==> src/rtl/core/pet_pkg.sv <==
package pet_pkg;

   localparam int MAX_WIDTH  = 1024;
   localparam int MAX_HEIGHT = 1024;

   localparam int PIX_W  = 8;
   localparam int THR_W  = 8;
   localparam int CFG_W  = 11;
   localparam int COL_W  = $clog2(MAX_WIDTH + 1);
   // input row runs one past the frame while the last line drains
   localparam int ROW_W  = $clog2(MAX_HEIGHT + 2);
   localparam int ADDR_W = $clog2(MAX_WIDTH);

   localparam int CSR_ADDR_W = 4;
   localparam int CSR_DATA_W = 32;

   localparam logic [1:0] REG_THRESHOLD    = 2'd0;
   localparam logic [1:0] REG_FRAME_WIDTH  = 2'd1;
   localparam logic [1:0] REG_FRAME_HEIGHT = 2'd2;

   localparam logic [CFG_W-1:0] FRAME_WIDTH_RESET  = CFG_W'(1024);
   localparam logic [CFG_W-1:0] FRAME_HEIGHT_RESET = CFG_W'(1024);

   localparam logic ACTION_PIXEL = 1'b0;
   localparam logic ACTION_FLUSH = 1'b1;

   localparam logic [PIX_W-1:0] EDGE_ON  = 8'd255;
   localparam logic [PIX_W-1:0] EDGE_OFF = 8'd0;

   typedef struct packed {
      logic             action;
      logic [PIX_W-1:0] pixel;
   } req_type;

   typedef struct packed {
      logic [PIX_W-1:0] edge_value;
      logic             end_of_row;
      logic             end_of_frame;
   } rsp_type;

   // per-request control handed down the pipeline
   typedef struct packed {
      logic emit;
      logic first_row;
      logic last_row;
      logic first_col;
      logic last_col;
   } step_type;

endpackage

==> src/rtl/core/pet_ctrl.sv <==
module pet_ctrl import pet_pkg::*; (
   input  logic                clock,
   input  logic                reset,
   input  logic                accept,
   input  req_type             req,
   input  logic [CFG_W-1:0]    cfg_width,
   input  logic [CFG_W-1:0]    cfg_height,
   input  logic                cfg_restart,
   output logic                load,
   output logic [ADDR_W-1:0]   addr,
   output logic [PIX_W-1:0]    pixel,
   output step_type            step
);

   logic [COL_W-1:0] in_col_ff, in_col_in, out_col_ff, out_col_in;
   logic [ROW_W-1:0] in_row_ff, in_row_in, out_row_ff, out_row_in;
   logic [COL_W-1:0] w_eff, ic, oc, ic_inc, oc_inc;
   logic [ROW_W-1:0] h_eff, ir, orow;
   logic             input_done, flush, drop, restart, emit;

   always_comb begin
      if (cfg_width == '0) begin
         w_eff = COL_W'(1);
      end else if (32'(cfg_width) > MAX_WIDTH) begin
         w_eff = COL_W'(MAX_WIDTH);
      end else begin
         w_eff = COL_W'(cfg_width);
      end
      if (cfg_height == '0) begin
         h_eff = ROW_W'(1);
      end else if (32'(cfg_height) > MAX_HEIGHT) begin
         h_eff = ROW_W'(MAX_HEIGHT);
      end else begin
         h_eff = ROW_W'(cfg_height);
      end
   end

   always_comb begin
      input_done = in_row_ff >= h_eff;
      flush      = req.action == ACTION_FLUSH;
      // early or idle flush leaves everything as it is
      drop       = flush && (!input_done || out_row_ff >= h_eff);
      // a pixel after the last one of a frame opens the next frame
      restart    = !flush && input_done;

      ic   = restart ? '0 : in_col_ff;
      ir   = restart ? '0 : in_row_ff;
      oc   = restart ? '0 : out_col_ff;
      orow = restart ? '0 : out_row_ff;

      ic_inc = ic + 1'b1;
      if (ic_inc >= w_eff) begin
         in_col_in = '0;
         in_row_in = ir + 1'b1;
      end else begin
         in_col_in = ic_inc;
         in_row_in = ir;
      end

      emit = (orow < h_eff) &&
             (ir >= ROW_W'(2) || (ir == ROW_W'(1) && ic != '0));

      oc_inc = oc + 1'b1;
      if (!emit) begin
         out_col_in = oc;
         out_row_in = orow;
      end else if (oc_inc >= w_eff) begin
         out_col_in = '0;
         out_row_in = orow + 1'b1;
      end else begin
         out_col_in = oc_inc;
         out_row_in = orow;
      end

      load           = accept && !drop;
      addr           = ic[ADDR_W-1:0];
      pixel          = flush ? '0 : req.pixel;
      step.emit      = emit;
      step.first_row = orow == '0;
      step.last_row  = orow == h_eff - 1'b1;
      step.first_col = oc == '0;
      step.last_col  = oc == w_eff - 1'b1;
   end

   always_ff @(posedge clock) begin
      if (reset || cfg_restart) begin
         in_col_ff  <= '0;
         in_row_ff  <= '0;
         out_col_ff <= '0;
         out_row_ff <= '0;
      end else if (load) begin
         in_col_ff  <= in_col_in;
         in_row_ff  <= in_row_in;
         out_col_ff <= out_col_in;
         out_row_ff <= out_row_in;
      end
   end

`ifndef SYNTHESIS
   a_col_in_frame: assert property (@(posedge clock) disable iff (reset)
      in_col_ff < w_eff) else $error("input column beyond frame width");
   a_out_lags_in: assert property (@(posedge clock) disable iff (reset)
      out_row_ff <= in_row_ff) else $error("output row ahead of input row");
`endif

endmodule

==> config.mk <==
export PLATFORM = sky130hd
export DESIGN_NAME = pet_ctrl
export DESIGN_NICKNAME = d
export VERILOG_FILES = /design/src/rtl/core/pet_pkg.sv /design/src/rtl/core/pet_ctrl.sv
export SDC_FILE = /design/constraint.sdc
export NUM_CORES = 1
export LEC_CHECK = 0
export BUFFER_PORTS_ARGS = -buffer_cell sky130_fd_sc_hd__buf_4
export CORE_ASPECT_RATIO = 2
export CORE_MARGIN = 2
export CORE_UTILIZATION = 46
export CTS_CLUSTER_DIAMETER = 30
export CTS_CLUSTER_SIZE = 20
export DETAILED_ROUTE_END_ITERATION = 16
export HOLD_SLACK_MARGIN = 0.15
export PLACE_DENSITY = 0.65
export SKIP_CTS_REPAIR_TIMING = 1
export SYNTH_ARGS = -nofsm -noshare
export SYNTH_HDL_FRONTEND = slang
export SYNTH_SLANG_ARGS = --single-unit
==> constraint.sdc <==
create_clock -name clock -period 9.3 [get_ports clock]
set_clock_uncertainty 0.05 [all_clocks]
set_input_delay 1.86 -clock clock [delete_from_list [all_inputs] [get_ports clock]]
set_output_delay 1.86 -clock clock [all_outputs]
set_load 0.005 [all_outputs]
### Word level (Yosys, flattened, before mapping)

Index checks and enable logic that the tools add are counted.

| operators by class | value |
|---|---|
| add/sub/neg operators | 6 |
| order comparisons | 8 |
| eq/ne operators | 3 |
| muxes and demuxes | 15 |
| reduce and logical (&&, ||, !) cells | 16 |

Operator list:

| cell | number |
|---|---|
| 11-bit two-way mux | 14 |
| 11-bit by 1-bit adder with 11-bit output, second input constant | 4 |
| 11-bit >= comparator | 4 |
| 11-bit logical NOT | 4 |
| 11-bit == test | 2 |
| 11-bit > comparator, second input constant | 2 |
| 11-bit by 1-bit subtractor with 11-bit output, second input constant | 2 |
| 11-bit by 1-bit == test with 1-bit output, second input constant | 1 |
| 11-bit by 2-bit >= comparator with 1-bit output, second input constant | 1 |
| 11-bit less-than comparator | 1 |
| 11-bit nonzero test | 1 |
| 8-bit two-way mux | 1 |
| 1-bit logical AND | 5 |
| 1-bit logical NOT | 3 |
| 1-bit logical OR | 3 |

| word-level totals | value |
|---|---|
| register bits | 44 |
| output and inout bits | 24 |
| logic and storage cells | 52 |

### Longest topological paths before layout

| depth | value |
|---|---|
| depth after elaboration | 11 |
| mapped depth | 28 |

### Worst setup path after synthesis

Ideal clock, no wire load.

| path | value |
|---|---|
| kind | input to output |
| start | input cfg_height[3] |
| end | output step[4] in the netlist's numbering |
| arrival time | 5783 ps |
| required time | 7390 ps |
| slack | 1607 ps |
| cell stages on the path | 20 |
| path buffers | 4 |
| cells stage by stage | or4_4 nor4_1 o21ai_0 inv_1 ha_1 nand2b_1 a211oi_1 o31ai_1 a21oi_1 clkbuf_1 clkbuf_1 clkbuf_1 nand2_1 ha_1 a21oi_1 a31oi_1 o22a_1 o21ai_2 inv_2 buf_4 |

| on the way | value |
|---|---|
| longest elaborated chain between the ends | 10 |
| elaborated cells on any way between the ends | 16 |
| classes of those cells | 4 x order compare; 1 x eq/ne; 5 x mux; 6 x reduce/logical |

RTL lines:

| what | line | text |
|---|---|---|
| from (decl) | pet_ctrl.sv:7 | `input logic [CFG_W-1:0] cfg_height,` |
| 11-bit > comparator | pet_ctrl.sv:31 | `end else if (32'(cfg_height) > MAX_HEIGHT) begin` |
| 11-bit two-way mux | pet_ctrl.sv:31 |  |
| 11-bit two-way mux (*) | pet_ctrl.sv:29 | `if (cfg_height == '0) begin` |
| branches (longest 6 deep; another with 11-bit >= comparator) | - |  |
| 1-bit logical AND (*) | pet_ctrl.sv:60 | `emit = (orow < h_eff) &&` |
| to (decl) | pet_ctrl.sv:12 | `output step_type step` |

Every way passes the cells marked *.

==> flow_metrics.tcl <==
set metrics [dict create \
    status "completed" \
    fp-row-count 55 \
    fillers 1134 \
    detailed_place_hpwl_um 13800 \
    multi_input_area_um2 4160 \
    synth_edf_count 0 \
    synth_nets 864 \
    synth_top_area_share_pct 16.4 \
    seq_area_frac_synth_pct 16.4 \
    cts.path.max_buffers 2 \
    fmax_mhz 125 \
    routedWlPerCell_um 18.9 \
    grt.total_usage_pct 28.6 \
    rrSetupSlack_ps 3820 \
    via_per_inst 6.34 \
    final_layout_size_suffix_gt1_share_pct 11.5 \
    cts.sink_count 44 \
    crit_fanout 14 \
    rr_endpoint "out_col_ff[4]" \
    path_class "in -> out" \
    whs_ps 459 \
    area_growth_pct 12.3 \
    first_global_vias 5917 \
    routed_wl_um 17600 \
    power_frac_clock_pct 40.8 \
    die_y_um 157 \
    synth.cell_area_um2 5360 \
    yosys_warnings 0 \
    rsz0062_at_grt "no" \
    ant_nets 0 \
    crit_start "cfg_height[3]" \
    io_pins 59 \
    synth_most_common_cell "nor2_1" \
    comb_power_share_pct 21.5 \
    crit_path_max_incr_delay_ps 580 \
    sequentialPowerShare_pct 37.6 \
    final_util_pct 53.0 \
    synth-main-ff-cell "dfxtp_1" \
    start_util_pct 47.2 \
    yosys-top-cells-area "dfxtp_1 (16%), ha_1 (15%), nor2_1 (5.5%)" \
    swShare_pct 28.8 \
    cp_cell_sequence "buf_4, or4_4, nor4_1, o21ai_0, inv_1, ha_1, nand2b_1, a211oi_1, o31ai_1, a21oi_4, and2_1, ha_1, a211oi_1, nand2_1, nor3_1, o22a_1, o21ai_2, inv_2, buf_4" \
    remaining_drc_errors 0 \
    internal_power_mw 0.357 \
    grt-ovfl-total 0 \
    htreeDepth 2 \
    cts_buffers 5 \
    regArea_um2 881 \
    crit_path_end_kind "primary output" \
    dr.pass1.iters 6 \
    final_max_slew_viol_count 0 \
    synth.distinct_cells 72 \
    gp_congestion 0.926 \
    clockRootBuffer "clkbuf_16" \
    cts_tree "built" \
    hp-class "reg -> reg" \
    num_vias 5900 \
    peakVddDrop_uv 59.6 \
    hold_violations 0 \
    cpMaxStageDelayCell "or4_4" \
    yosys.area.top_type "dfxtp_1" \
    fin_crit_ps 7970 \
    worst_pin_slew_ps 799 \
    syn_area_per_cell_um2 7.03 \
    clk_latency_ps 290 \
    grt_pass1_wl_um 28300 \
    core_area_um2 11400 \
    synthArstFlopShare_pct 0 \
    grt_max_degree 39 \
    diodes 0 \
    fin_nets 889 \
    relSlewSlack_pct 46.7 \
    min_period_over_period_pct 85.7 \
    cap_violations 0 \
    antenna_found_initial 0 \
    synth_common_cells "nor2_1 (79), ha_1 (66), nand2_1 (66)" \
    p_per_area_nw_per_um2 83.2 \
    clk_pin_slew_ps 60 \
    portBuffers 58 \
    synthCells 763 \
    ys_ff_latch 44 \
    worstPathRequired_ps 7390 \
    dieArea_um2 12600 \
    crit_path_end "step[4]" \
    arrival_ps 6060 \
    tns_ps 0 \
    ff2ff_path_depth 23 \
    finalSetupViolCount 0 \
    leakage_nw 2.47 \
    crit_path_start_kind "input pin" \
    switchingPower_mw 0.144 \
    drt_iter0_drc 374 \
    rr_startpoint "in_row_ff[4]" \
    dieWidth_um 80.3 \
]
==> sequential cells by signal, summed over array words and instances (netlist names) <==
name and count:
in_col_ff 11, out_row_ff 11, in_row_ff 11, out_col_ff 11
==> worst min path at each step <==
stage / end / cells past startpoint / from
after global routing: in_col_ff[1] / 2 / in_col_ff[1]
after floorplan: in_col_ff[0] / 2 / in_col_ff[0]
after detailed placement: in_col_ff[0] / 2 / in_col_ff[0]
after CTS: in_col_ff[0] / 2 / in_col_ff[0]
final: in_col_ff[0] / 2 / in_col_ff[0]
after global placement: in_col_ff[0] / 2 / in_col_ff[0]
==> worst max-delay path: cells and delay by family <==
family	cells	cell delay [ps]
simple gates	6	1540
compound gates	7	1500
buf+inv	4	630
fa+ha+maj	2	530
==> cells in the final DEF (no fill, tap or decap), types with 4 or more instances in the layout <==
cell type / netlist / routed
a211o_1: 7 / 7
a211oi_1: 7 / 7
a21oi_1: 47 / 46
a22oi_1: 4 / 4
a31oi_1: 16 / 16
and2_1: 18 / 18
and3_1: 11 / 11
buf_4: 1 / 64
clkbuf_16: 0 / 5
dfxtp_1: 44 / 44
ha_1: 66 / 66
inv_1: 35 / 35
nand2_1: 66 / 66
nand2b_1: 9 / 9
nand3_1: 42 / 42
nand4_1: 23 / 23
nor2_1: 79 / 79
nor2b_1: 12 / 12
nor3_1: 24 / 24
nor3b_1: 7 / 7
nor4_1: 12 / 12
nor4b_1: 4 / 4
o211ai_1: 9 / 9
o21a_1: 6 / 6
o21ai_0: 56 / 56
o21ai_1: 5 / 5
or3_1: 12 / 12
xnor2_1: 21 / 21
xor2_1: 16 / 16
==> layer usage <==
layer	up-vias	wire [µm]	track usage, %
met4	0	1430	21.7
met2	225	9460	54.5
li1	2824	-	-
met5	-	0	0
met3	80	685	2.02
met1	2771	5980	27.3
==> kinds of logic after synthesis <==
kind of cell,Yosys count,synth area share (%)
and+or+nand+nor,335,32.4
AOI/OAI and AO/OA,193,22.8
buffers and inverters,84,6.18
adders and majority gates,66,15.4
DFF,44,16.4
xor gates and xnor gates,37,6.04
muxes,4,0.817
==> power by group through the flow <==
| stage | sequential, mW | combinational (mW) | clock [mW] |
|---|---|---|---|
| after floorplan | 0.193 | 0.0661 | 0 |
| after global placement | 0.193 | 0.103 | 0 |
| after detailed placement | 0.193 | 0.106 | 0 |
| after CTS | 0.189 | 0.107 | 0.209 |
| after global routing | 0.189 | 0.119 | 0.214 |
| final | 0.189 | 0.108 | 0.205 |
==> metrics by stage <==
| stage | cells | instance area, µm² | setup slack (ps) | power (mW) |
|---|---|---|---|---|
| 4_1_cts | 931 | 6020 | 1390 | 0.504 |
| 2_1_floorplan | 763 | 5360 | 1610 | 0.259 |
| 5_1_grt | 931 | 6020 | 840 | 0.521 |
| 6_report | 931 | 6020 | 1330 | 0.501 |
| 3_3_place_gp | 923 | 5860 | 1520 | 0.296 |
| 3_5_place_dp | 923 | 5860 | 1280 | 0.299 |
==> final cells by class <==
| cell class | instances | area share [%] |
|---|---|---|
| Multi-Input combinational cell | 635 | 69.1 |
| Sequential cell | 44 | 14.6 |
| Clock inverter | 2 | 0.582 |
| Tap cell | 142 | 2.95 |
| Clock buffer | 6 | 2.14 |
| Timing Repair Buffer | 65 | 8.31 |
| Inverter | 37 | 2.31 |
No activity file was read; power rests on OpenSTA's default activity.
