`src/rtl/core/pet_pkg.sv`:
```
package pet_pkg;

   localparam int MAX_WIDTH  = 1024;
   localparam int MAX_HEIGHT = 1024;

   localparam int PIX_W  = 8;
   localparam int THR_W  = 8;
   localparam int CFG_W  = 11;
   localparam int COL_W  = $clog2(MAX_WIDTH + 1);
   // input row runs one past the frame while the last line drains
   localparam int ROW_W  = $clog2(MAX_HEIGHT + 2);
   localparam int ADDR_W = $clog2(MAX_WIDTH);

   localparam int CSR_ADDR_W = 4;
   localparam int CSR_DATA_W = 32;

   localparam logic [1:0] REG_THRESHOLD    = 2'd0;
   localparam logic [1:0] REG_FRAME_WIDTH  = 2'd1;
   localparam logic [1:0] REG_FRAME_HEIGHT = 2'd2;

   localparam logic [CFG_W-1:0] FRAME_WIDTH_RESET  = CFG_W'(1024);
   localparam logic [CFG_W-1:0] FRAME_HEIGHT_RESET = CFG_W'(1024);

   localparam logic ACTION_PIXEL = 1'b0;
   localparam logic ACTION_FLUSH = 1'b1;

   localparam logic [PIX_W-1:0] EDGE_ON  = 8'd255;
   localparam logic [PIX_W-1:0] EDGE_OFF = 8'd0;

   typedef struct packed {
      logic             action;
      logic [PIX_W-1:0] pixel;
   } req_type;

   typedef struct packed {
      logic [PIX_W-1:0] edge_value;
      logic             end_of_row;
      logic             end_of_frame;
   } rsp_type;

   // per-request control handed down the pipeline
   typedef struct packed {
      logic emit;
      logic first_row;
      logic last_row;
      logic first_col;
      logic last_col;
   } step_type;

endpackage

```
`src/rtl/core/pet_kernel.sv`:
```
module pet_kernel import pet_pkg::*; (
   input  logic               clock,
   input  logic               reset,
   input  logic               advance,
   input  step_type           b_step,
   input  logic [PIX_W-1:0]   col_up,
   input  logic [PIX_W-1:0]   col_mid,
   input  logic [PIX_W-1:0]   col_px,
   input  logic [THR_W-1:0]   threshold,
   input  logic               rsp_ready,
   output logic               rsp_valid,
   output rsp_type            rsp_payload,
   output logic               out_free
);

   logic [PIX_W-1:0] win_ff [9];
   logic [PIX_W-1:0] win_in [9];
   logic [PIX_W-1:0] mp [9];
   logic [2:0]       row_ok, col_ok;
   logic [PIX_W+1:0] gx_p, gx_n, gy_p, gy_n, ax, ay;
   logic [PIX_W+2:0] mag;
   logic             out_valid_ff;
   rsp_type          out_ff, out_in;

   always_comb begin
      win_in[0] = win_ff[1];
      win_in[1] = win_ff[2];
      win_in[2] = col_up;
      win_in[3] = win_ff[4];
      win_in[4] = win_ff[5];
      win_in[5] = col_mid;
      win_in[6] = win_ff[7];
      win_in[7] = win_ff[8];
      win_in[8] = col_px;

      // neighbors outside the frame count as zero
      row_ok = {!b_step.last_row, 1'b1, !b_step.first_row};
      col_ok = {!b_step.last_col, 1'b1, !b_step.first_col};
      for (int r = 0; r < 3; r++) begin
         for (int c = 0; c < 3; c++) begin
            mp[3*r+c] = (row_ok[r] && col_ok[c]) ? win_in[3*r+c] : '0;
         end
      end

      gx_p = {2'b0, mp[2]} + {2'b0, mp[5]} + {2'b0, mp[8]};
      gx_n = {2'b0, mp[0]} + {2'b0, mp[3]} + {2'b0, mp[6]};
      gy_p = {2'b0, mp[6]} + {2'b0, mp[7]} + {2'b0, mp[8]};
      gy_n = {2'b0, mp[0]} + {2'b0, mp[1]} + {2'b0, mp[2]};
      ax   = (gx_p >= gx_n) ? gx_p - gx_n : gx_n - gx_p;
      ay   = (gy_p >= gy_n) ? gy_p - gy_n : gy_n - gy_p;
      mag  = {1'b0, ax} + {1'b0, ay};

      out_in.edge_value   = (mag > {3'b0, threshold}) ? EDGE_ON : EDGE_OFF;
      out_in.end_of_row   = b_step.last_col;
      out_in.end_of_frame = b_step.last_col && b_step.last_row;
   end

   assign out_free    = !out_valid_ff || rsp_ready;
   assign rsp_valid   = out_valid_ff;
   assign rsp_payload = out_ff;

   always_ff @(posedge clock) begin
      if (reset) begin
         for (int k = 0; k < 9; k++) begin
            win_ff[k] <= '0;
         end
      end else if (advance) begin
         for (int k = 0; k < 9; k++) begin
            win_ff[k] <= win_in[k];
         end
      end
   end

   always_ff @(posedge clock) begin
      if (reset) begin
         out_valid_ff <= 1'b0;
      end else if (advance && b_step.emit) begin
         out_valid_ff <= 1'b1;
      end else if (rsp_ready) begin
         out_valid_ff <= 1'b0;
      end
   end

   always_ff @(posedge clock) begin
      if (advance && b_step.emit) begin
         out_ff <= out_in;
      end
   end

`ifndef SYNTHESIS
   a_eof_is_eor: assert property (@(posedge clock) disable iff (reset)
      (rsp_valid && rsp_payload.end_of_frame) |-> rsp_payload.end_of_row)
      else $error("end of frame without end of row");
`endif

endmodule

```
`config.mk`:
```
export PLATFORM = sky130hd
export DESIGN_NAME = pet_kernel
export DESIGN_NICKNAME = d
export VERILOG_FILES = /design/src/rtl/core/pet_pkg.sv /design/src/rtl/core/pet_kernel.sv
export SDC_FILE = /design/constraint.sdc
export NUM_CORES = 1
export LEC_CHECK = 0
export BUFFER_PORTS_ARGS = -buffer_cell sky130_fd_sc_hd__buf_2
export CAP_MARGIN = 20
export CORE_MARGIN = 3
export CORE_UTILIZATION = 50
export CTS_CLUSTER_SIZE = 16
export DETAILED_ROUTE_END_ITERATION = 8
export GPL_ROUTABILITY_DRIVEN = 0
export GPL_TIMING_DRIVEN = 0
export PLACE_DENSITY = 0.69
export SYNTH_ARGS = -nofsm -noshare
export SYNTH_HDL_FRONTEND = slang
export SYNTH_SLANG_ARGS = --single-unit
```
`constraint.sdc`:
```
create_clock -name clock -period 10.89 [get_ports clock]
set_input_delay 2.178 -clock clock [delete_from_list [all_inputs] [get_ports clock]]
set_output_delay 2.178 -clock clock [all_outputs]
set_load 0.02 [all_outputs]
```
Word-level counts from Yosys, hierarchy flattened
Memories as Yosys holds them, arrays and structs flattened.
Index checks and enable logic that the tools add are counted.

operators by class
  add/sub/neg operators = 13
  $lt $le $gt $ge = 3
  multiplexer cells = 27
  bitwise operators = 9
  reduce and logical (&&, ||, !) cells = 13

operators by type and width
  operator             number
  $mux W8              18
  $add A9 B8 Y10       4
  $sub A10 B10 Y10     4
  $add A8 B8 Y9        4
  $ge A10 B10 Y1       2
  $mux W10             2
  $add A10 B10 Y11     1
  $gt A11 B8 Y1        1
  $or A1 B1 Y1         9
  $mux W1              7
  $logic_and A1 B1 Y1  6
  $logic_not A1 Y1     5
  $reduce_bool A2 Y1   1
  $logic_or A1 B1 Y1   1

storage, ports and cells
  bits in registers = 11
  RAM bits = 72
  output and inout port bits = 12
  memories = 1

memories
  memory  depth  bits a word  read ports  clocked after Yosys merged registers in  wr ports  line              source
  win_ff  9      8            6           0                                        9         pet_kernel.sv:16  logic [PIX_W-1:0] win_ff [9];

Depth between registers and ports, before layout
  depth in word-level cells = 10
  gate-level depth with buffers = 34
  gate-level depth less buffers = 32

Worst setup path after synthesis
OpenSTA, ideal clock, no wires.

  path type = input-to-reg
  start point = input port b_step[1] (netlist bit)
  end point = register out_ff, in the netlist rsp_payload[8], data pin
  setup time = 0.280 ns
  arrival = 8.412 ns
  required time = 10.610 ns
  path slack = 2.198 ns
  stages = 29
  path buffers = 3
  path through = clkbuf_1 -> nor2_1 -> nand2_1 -> fa_1 -> inv_1 -> fa_1 -> a21o_1 -> a21oi_1 -> o21bai_1 -> a21oi_1 -> xnor2_1 -> ha_1 -> buf_2 -> a21o_1 -> a31o_4 -> o41ai_4 -> buf_6 -> mux2_1 -> fa_1 -> a21oi_1 -> o21bai_1 -> xor2_1 -> ha_1 -> a21o_1 -> a21o_1 -> a21o_1 -> a221oi_1 -> a41o_1 -> o211ai_1

on the way
  cells in the longest elaborated chain, start to end = 10

RTL lines
  what                                      line                                                  source
  start: declaration                        pet_kernel.sv:5                                       input step_type b_step,
  $logic_not A1 Y1                          pet_kernel.sv:38                                      col_ok = {!b_step.last_col, 1'b1, !b_step.first_col};
  $logic_and A1 B1 Y1                       pet_kernel.sv:41                                      mp[3*r+c] = (row_ok[r] && col_ok[c]) ? win_in[3*r+c] : '0;
  $mux W8                                   pet_kernel.sv:41
  $add A8 B8 Y9 (on tied branches)          pet_kernel.sv:46, pet_kernel.sv:47, pet_kernel.sv:48
  $add A9 B8 Y10 (on tied branches)         pet_kernel.sv:46, pet_kernel.sv:47, pet_kernel.sv:48
  $sub A10 B10 Y10 (tied with other cells)  pet_kernel.sv:49                                      ax = (gx_p >= gx_n) ? gx_p - gx_n : gx_n - gx_p;
  $mux W10 (on tied branches)               pet_kernel.sv:49, pet_kernel.sv:50
  $add A10 B10 Y11 *                        pet_kernel.sv:51                                      mag = {1'b0, ax} + {1'b0, ay};
  $gt A11 B8 Y1 *                           pet_kernel.sv:53                                      out_in.edge_value = (mag > {3'b0, threshold}) ? EDGE_ON : EDGE_OFF;
  $mux W8 *                                 pet_kernel.sv:53
  end signal: assignment                    pet_kernel.sv:86                                      out_ff <= out_in;
  end: declaration                          pet_kernel.sv:23                                      rsp_type out_ff, out_in;

Every way passes the cells marked *; elsewhere a longest branch is shown, timed or not.
A chain may end at the register's enable or synchronous reset.

Final worst setup path
  start point = input port b_step[2] (netlist bit)
  end point = register out_ff, in the netlist rsp_payload[8], data pin

on the way
  cells in the longest elaborated chain, start to end = 10

RTL lines
  what                                                line              source
  $logic_not A1 Y1                                    pet_kernel.sv:37  row_ok = {!b_step.last_row, 1'b1, !b_step.first_row};
  $logic_and A1 B1 Y1                                 pet_kernel.sv:41
  $mux W8                                             pet_kernel.sv:41
  $add A8 B8 Y9                                       pet_kernel.sv:47  gy_p = {2'b0, mp[6]} + {2'b0, mp[7]} + {2'b0, mp[8]};
  $add A9 B8 Y10                                      pet_kernel.sv:47
  $sub A10 B10 Y10 or $ge A10 B10 Y1 (tied branches)  pet_kernel.sv:50  ay = (gy_p >= gy_n) ? gy_p - gy_n : gy_n - gy_p;
  $mux W10                                            pet_kernel.sv:50
  $add A10 B10 Y11 *                                  pet_kernel.sv:51
  $gt A11 B8 Y1 *                                     pet_kernel.sv:53
  $mux W8 *                                           pet_kernel.sv:53

Marks and branches as above.

==> out/summary.txt <==
WP data arrival - 9640 ps
Critical Path RT - 10870 ps
Starting Density - 0.521
setup slack at placement - 942 ps
chip height - 122 µm
DR iter-0 viols - 304
RSZ-0062 raised after global routing - no
total number of vias - 5013
Seq cells post-synth - 52
Post-synth EDFFs - 51
DR pass1 iterations - 4
critical path class - input port to flip-flop
final worst path period share - 0.887
CTS Buffer Depth - 2
H-Tree Depth - 2
layout cells sized above 1 - 0.123
Die Area - 14800 µm²
largest net degree at the start of global routing - 49
final hold viol count - 0
initial antenna violation count - 0
HPWL after DPL - 12700 µm
Setup crit end kind - flip-flop
most frequent CP cell - a21o_1
Port-buffer cells - 50
WL final - 14800 µm
Worst Tran Pin Value - 756 ps
post-synth net total - 895
commonest non-fill, non-tap cells in the layout - inv_1, ha_1, and2_1
min-delay src - rsp_valid
number of max-cap violations - 0
Post-CTS Setup Bufs - 0
FF/Latch Area - 1550 µm²
Worst Setup Start Kind - input port
final setup violating endpoints - 0
Clk Tree Root Cell - clkbuf_16
RR Startpoint - win_ff[8][1]
Hold Crit Depth - 2
vias in the first global route - 5229
Netlist cell types - 56
Leakage - 3.62 nW
Reg clk slew, reported paths - 70 ps
worst-path maximum fanout - 10
Row Count - 41
Synth Flop Type - edfxtp_1
run status - finished clean
global-route wire length before repair - 24600 µm
hold buffers post-CTS - 0
max-slew violation count - 0
post-synthesis sequential area ratio - 0.232
Critical Path Slowest Stage Cell - nor2_1
grt ovf - 0
Max IR drop VDD - 127 µV
PD cells - 200 nW/µm²
fillers - 1157
die width - 122 µm
Hold Crit Class - flip-flop to flip-flop
Area Overhead vs Synth - 9.49%
Slew Limit Headroom - 0.494
DRC - 0
Fin Clk Skew - 3.57 ps
cells on worst reg2reg path - 28
Ys Warns - 0
IO Pins - 53
cts repair resizes - 0
Clock Latency Late Sink - 290 ps
core area - 12800 µm²
FFs w/ async S/R, synth - 0
clk sinks - 52
Max Fclk - 103 MHz
Multi-input gate area - 4580 µm²
vias per inst - 5.22
Mapped Area - 6680 µm²
commonest non-fill, non-tap cell in the layout - inv_1
post-route ant nets - 0
slowest stage delay, CP - 590 ps
CTS buffer count - 5
Hold WS - 510 ps
setup TNS - 0 ps
Synth Area per Inst - 9.17 µm²
CP Launch Point - b_step[2]
CTS tree - built
Worst Setup Slack, final - 1230 ps
WL/cell - 15.4 µm
final net count - 953
Cells after DPL - 951
Synth Instances - 729
GRT Overall Usage - 0.208
Tmin final - 9660 ps
antenna fix cells - 0
Finished Layout Cells - 960
[worst max-delay path, delay by kind of cell]
family | cells | cell delay [ps]
adders and majority gates | 5 | 2200
AOI/OAI and AO/OA | 14 | 2780
and+or+nand+nor | 3 | 1010
xor gates and xnor gates | 2 | 380
muxes | 1 | 400
buffers and inverters | 4 | 660
[final cells by class]
cell class	count	share of cell area
multi-input cells	544	0.625
flip-flops and latches	52	0.212
inverters	107	0.0549
repair buffers	51	0.0369
well taps	172	0.0294
plain buffers	26	0.0210
clock buffers	6	0.0190
clock inverters	2	0.00137
[final timing paths]
kind | end | slack [ps]
worst max-delay path | rsp_payload[8] | 1230
worst min-delay path | rsp_valid | 510
worst max register to register | rsp_payload[8] | 3840
worst min register to register | rsp_valid | 510
[sequential cells by signal, summed over array words and instances, names as in the netlist]
signal and cells:
rsp_payload 3, rsp_valid 1, win_ff 48
[cell families (layout without fill, tap and decap cells)]
kind of cell | after synthesis | in the layout | share of synthesized area
flip-flops | 52 | 52 | 0.232
AND/OR/NAND/NOR | 212 | 212 | 0.169
multiplexers | 7 | 7 | 0.0109
XOR/XNOR | 58 | 58 | 0.0760
AO/OA/AOI/OAI | 142 | 142 | 0.154
adder cells (fa/ha/maj) | 125 | 125 | 0.276
buffers and inverters | 133 | 192 | 0.0831
[per-layer routing]
metal / track usage / up-vias / part of all wire / wire length [µm]
met5: 0 / - / 0 / 0
met4: 0.0651 / 0 / 0.023 / 345
met3: 0.0181 / 23 / 0.031 / 461
met2: 0.373 / 106 / 0.50 / 7340
met1: 0.268 / 2340 / 0.45 / 6670
li1: - / 2544 / - / -
[power by group]
group,internal [mW],switching [mW],total (mW)
Sequential,0.238,0.00725,0.245
Combinational,0.488,0.569,1.06
Clock,0.0907,0.0689,0.160
Total,0.817,0.645,1.46
[stage by stage]
stage / util / instance area [µm²] / total power [mW]
final: 0.571 / 7320 / 1.46
after global routing: 0.571 / 7320 / 1.62
after CTS: 0.569 / 7300 / 1.47
after detailed placement: 0.557 / 7150 / 1.30
after global placement: 0.557 / 7150 / 1.26
after floorplan: - / 6680 / 1.09
[cells in the mapped netlist (2+ instances only)]
library cell | count | area, µm²
nor3_1 | 11 | 55.1
a21oi_1 | 40 | 200
nand2_1 | 40 | 150
o21ai_1 | 5 | 25.0
a2111oi_0 | 2 | 17.5
nand3b_1 | 2 | 15.0
nand4_1 | 5 | 31.3
ha_1 | 88 | 1100
a21o_1 | 15 | 113
mux2_1 | 2 | 22.5
a211oi_1 | 6 | 45.0
or3_1 | 2 | 12.5
inv_1 | 107 | 402
nand2b_1 | 23 | 144
a31oi_1 | 3 | 18.8
nand3_1 | 7 | 35.0
o31ai_2 | 2 | 25.0
o41a_1 | 3 | 33.8
nor2b_1 | 25 | 156
xnor2_1 | 37 | 324
o21a_1 | 10 | 75.1
a21boi_0 | 4 | 30.0
and2_1 | 58 | 363
buf_6 | 3 | 33.8
o21bai_1 | 6 | 45.0
o41ai_4 | 2 | 55.1
clkbuf_1 | 10 | 37.5
a31o_2 | 4 | 35.0
o21ai_0 | 16 | 80.1
fa_1 | 37 | 741
edfxtp_1 | 51 | 1530
buf_4 | 7 | 52.6
nor2_1 | 32 | 120
or2_2 | 4 | 25.0
buf_2 | 6 | 30.0
o211ai_1 | 5 | 37.5
mux2i_1 | 5 | 50.1
xor2_1 | 21 | 184
o21ai_2 | 6 | 52.6
(Power assumes the default switching activity.)
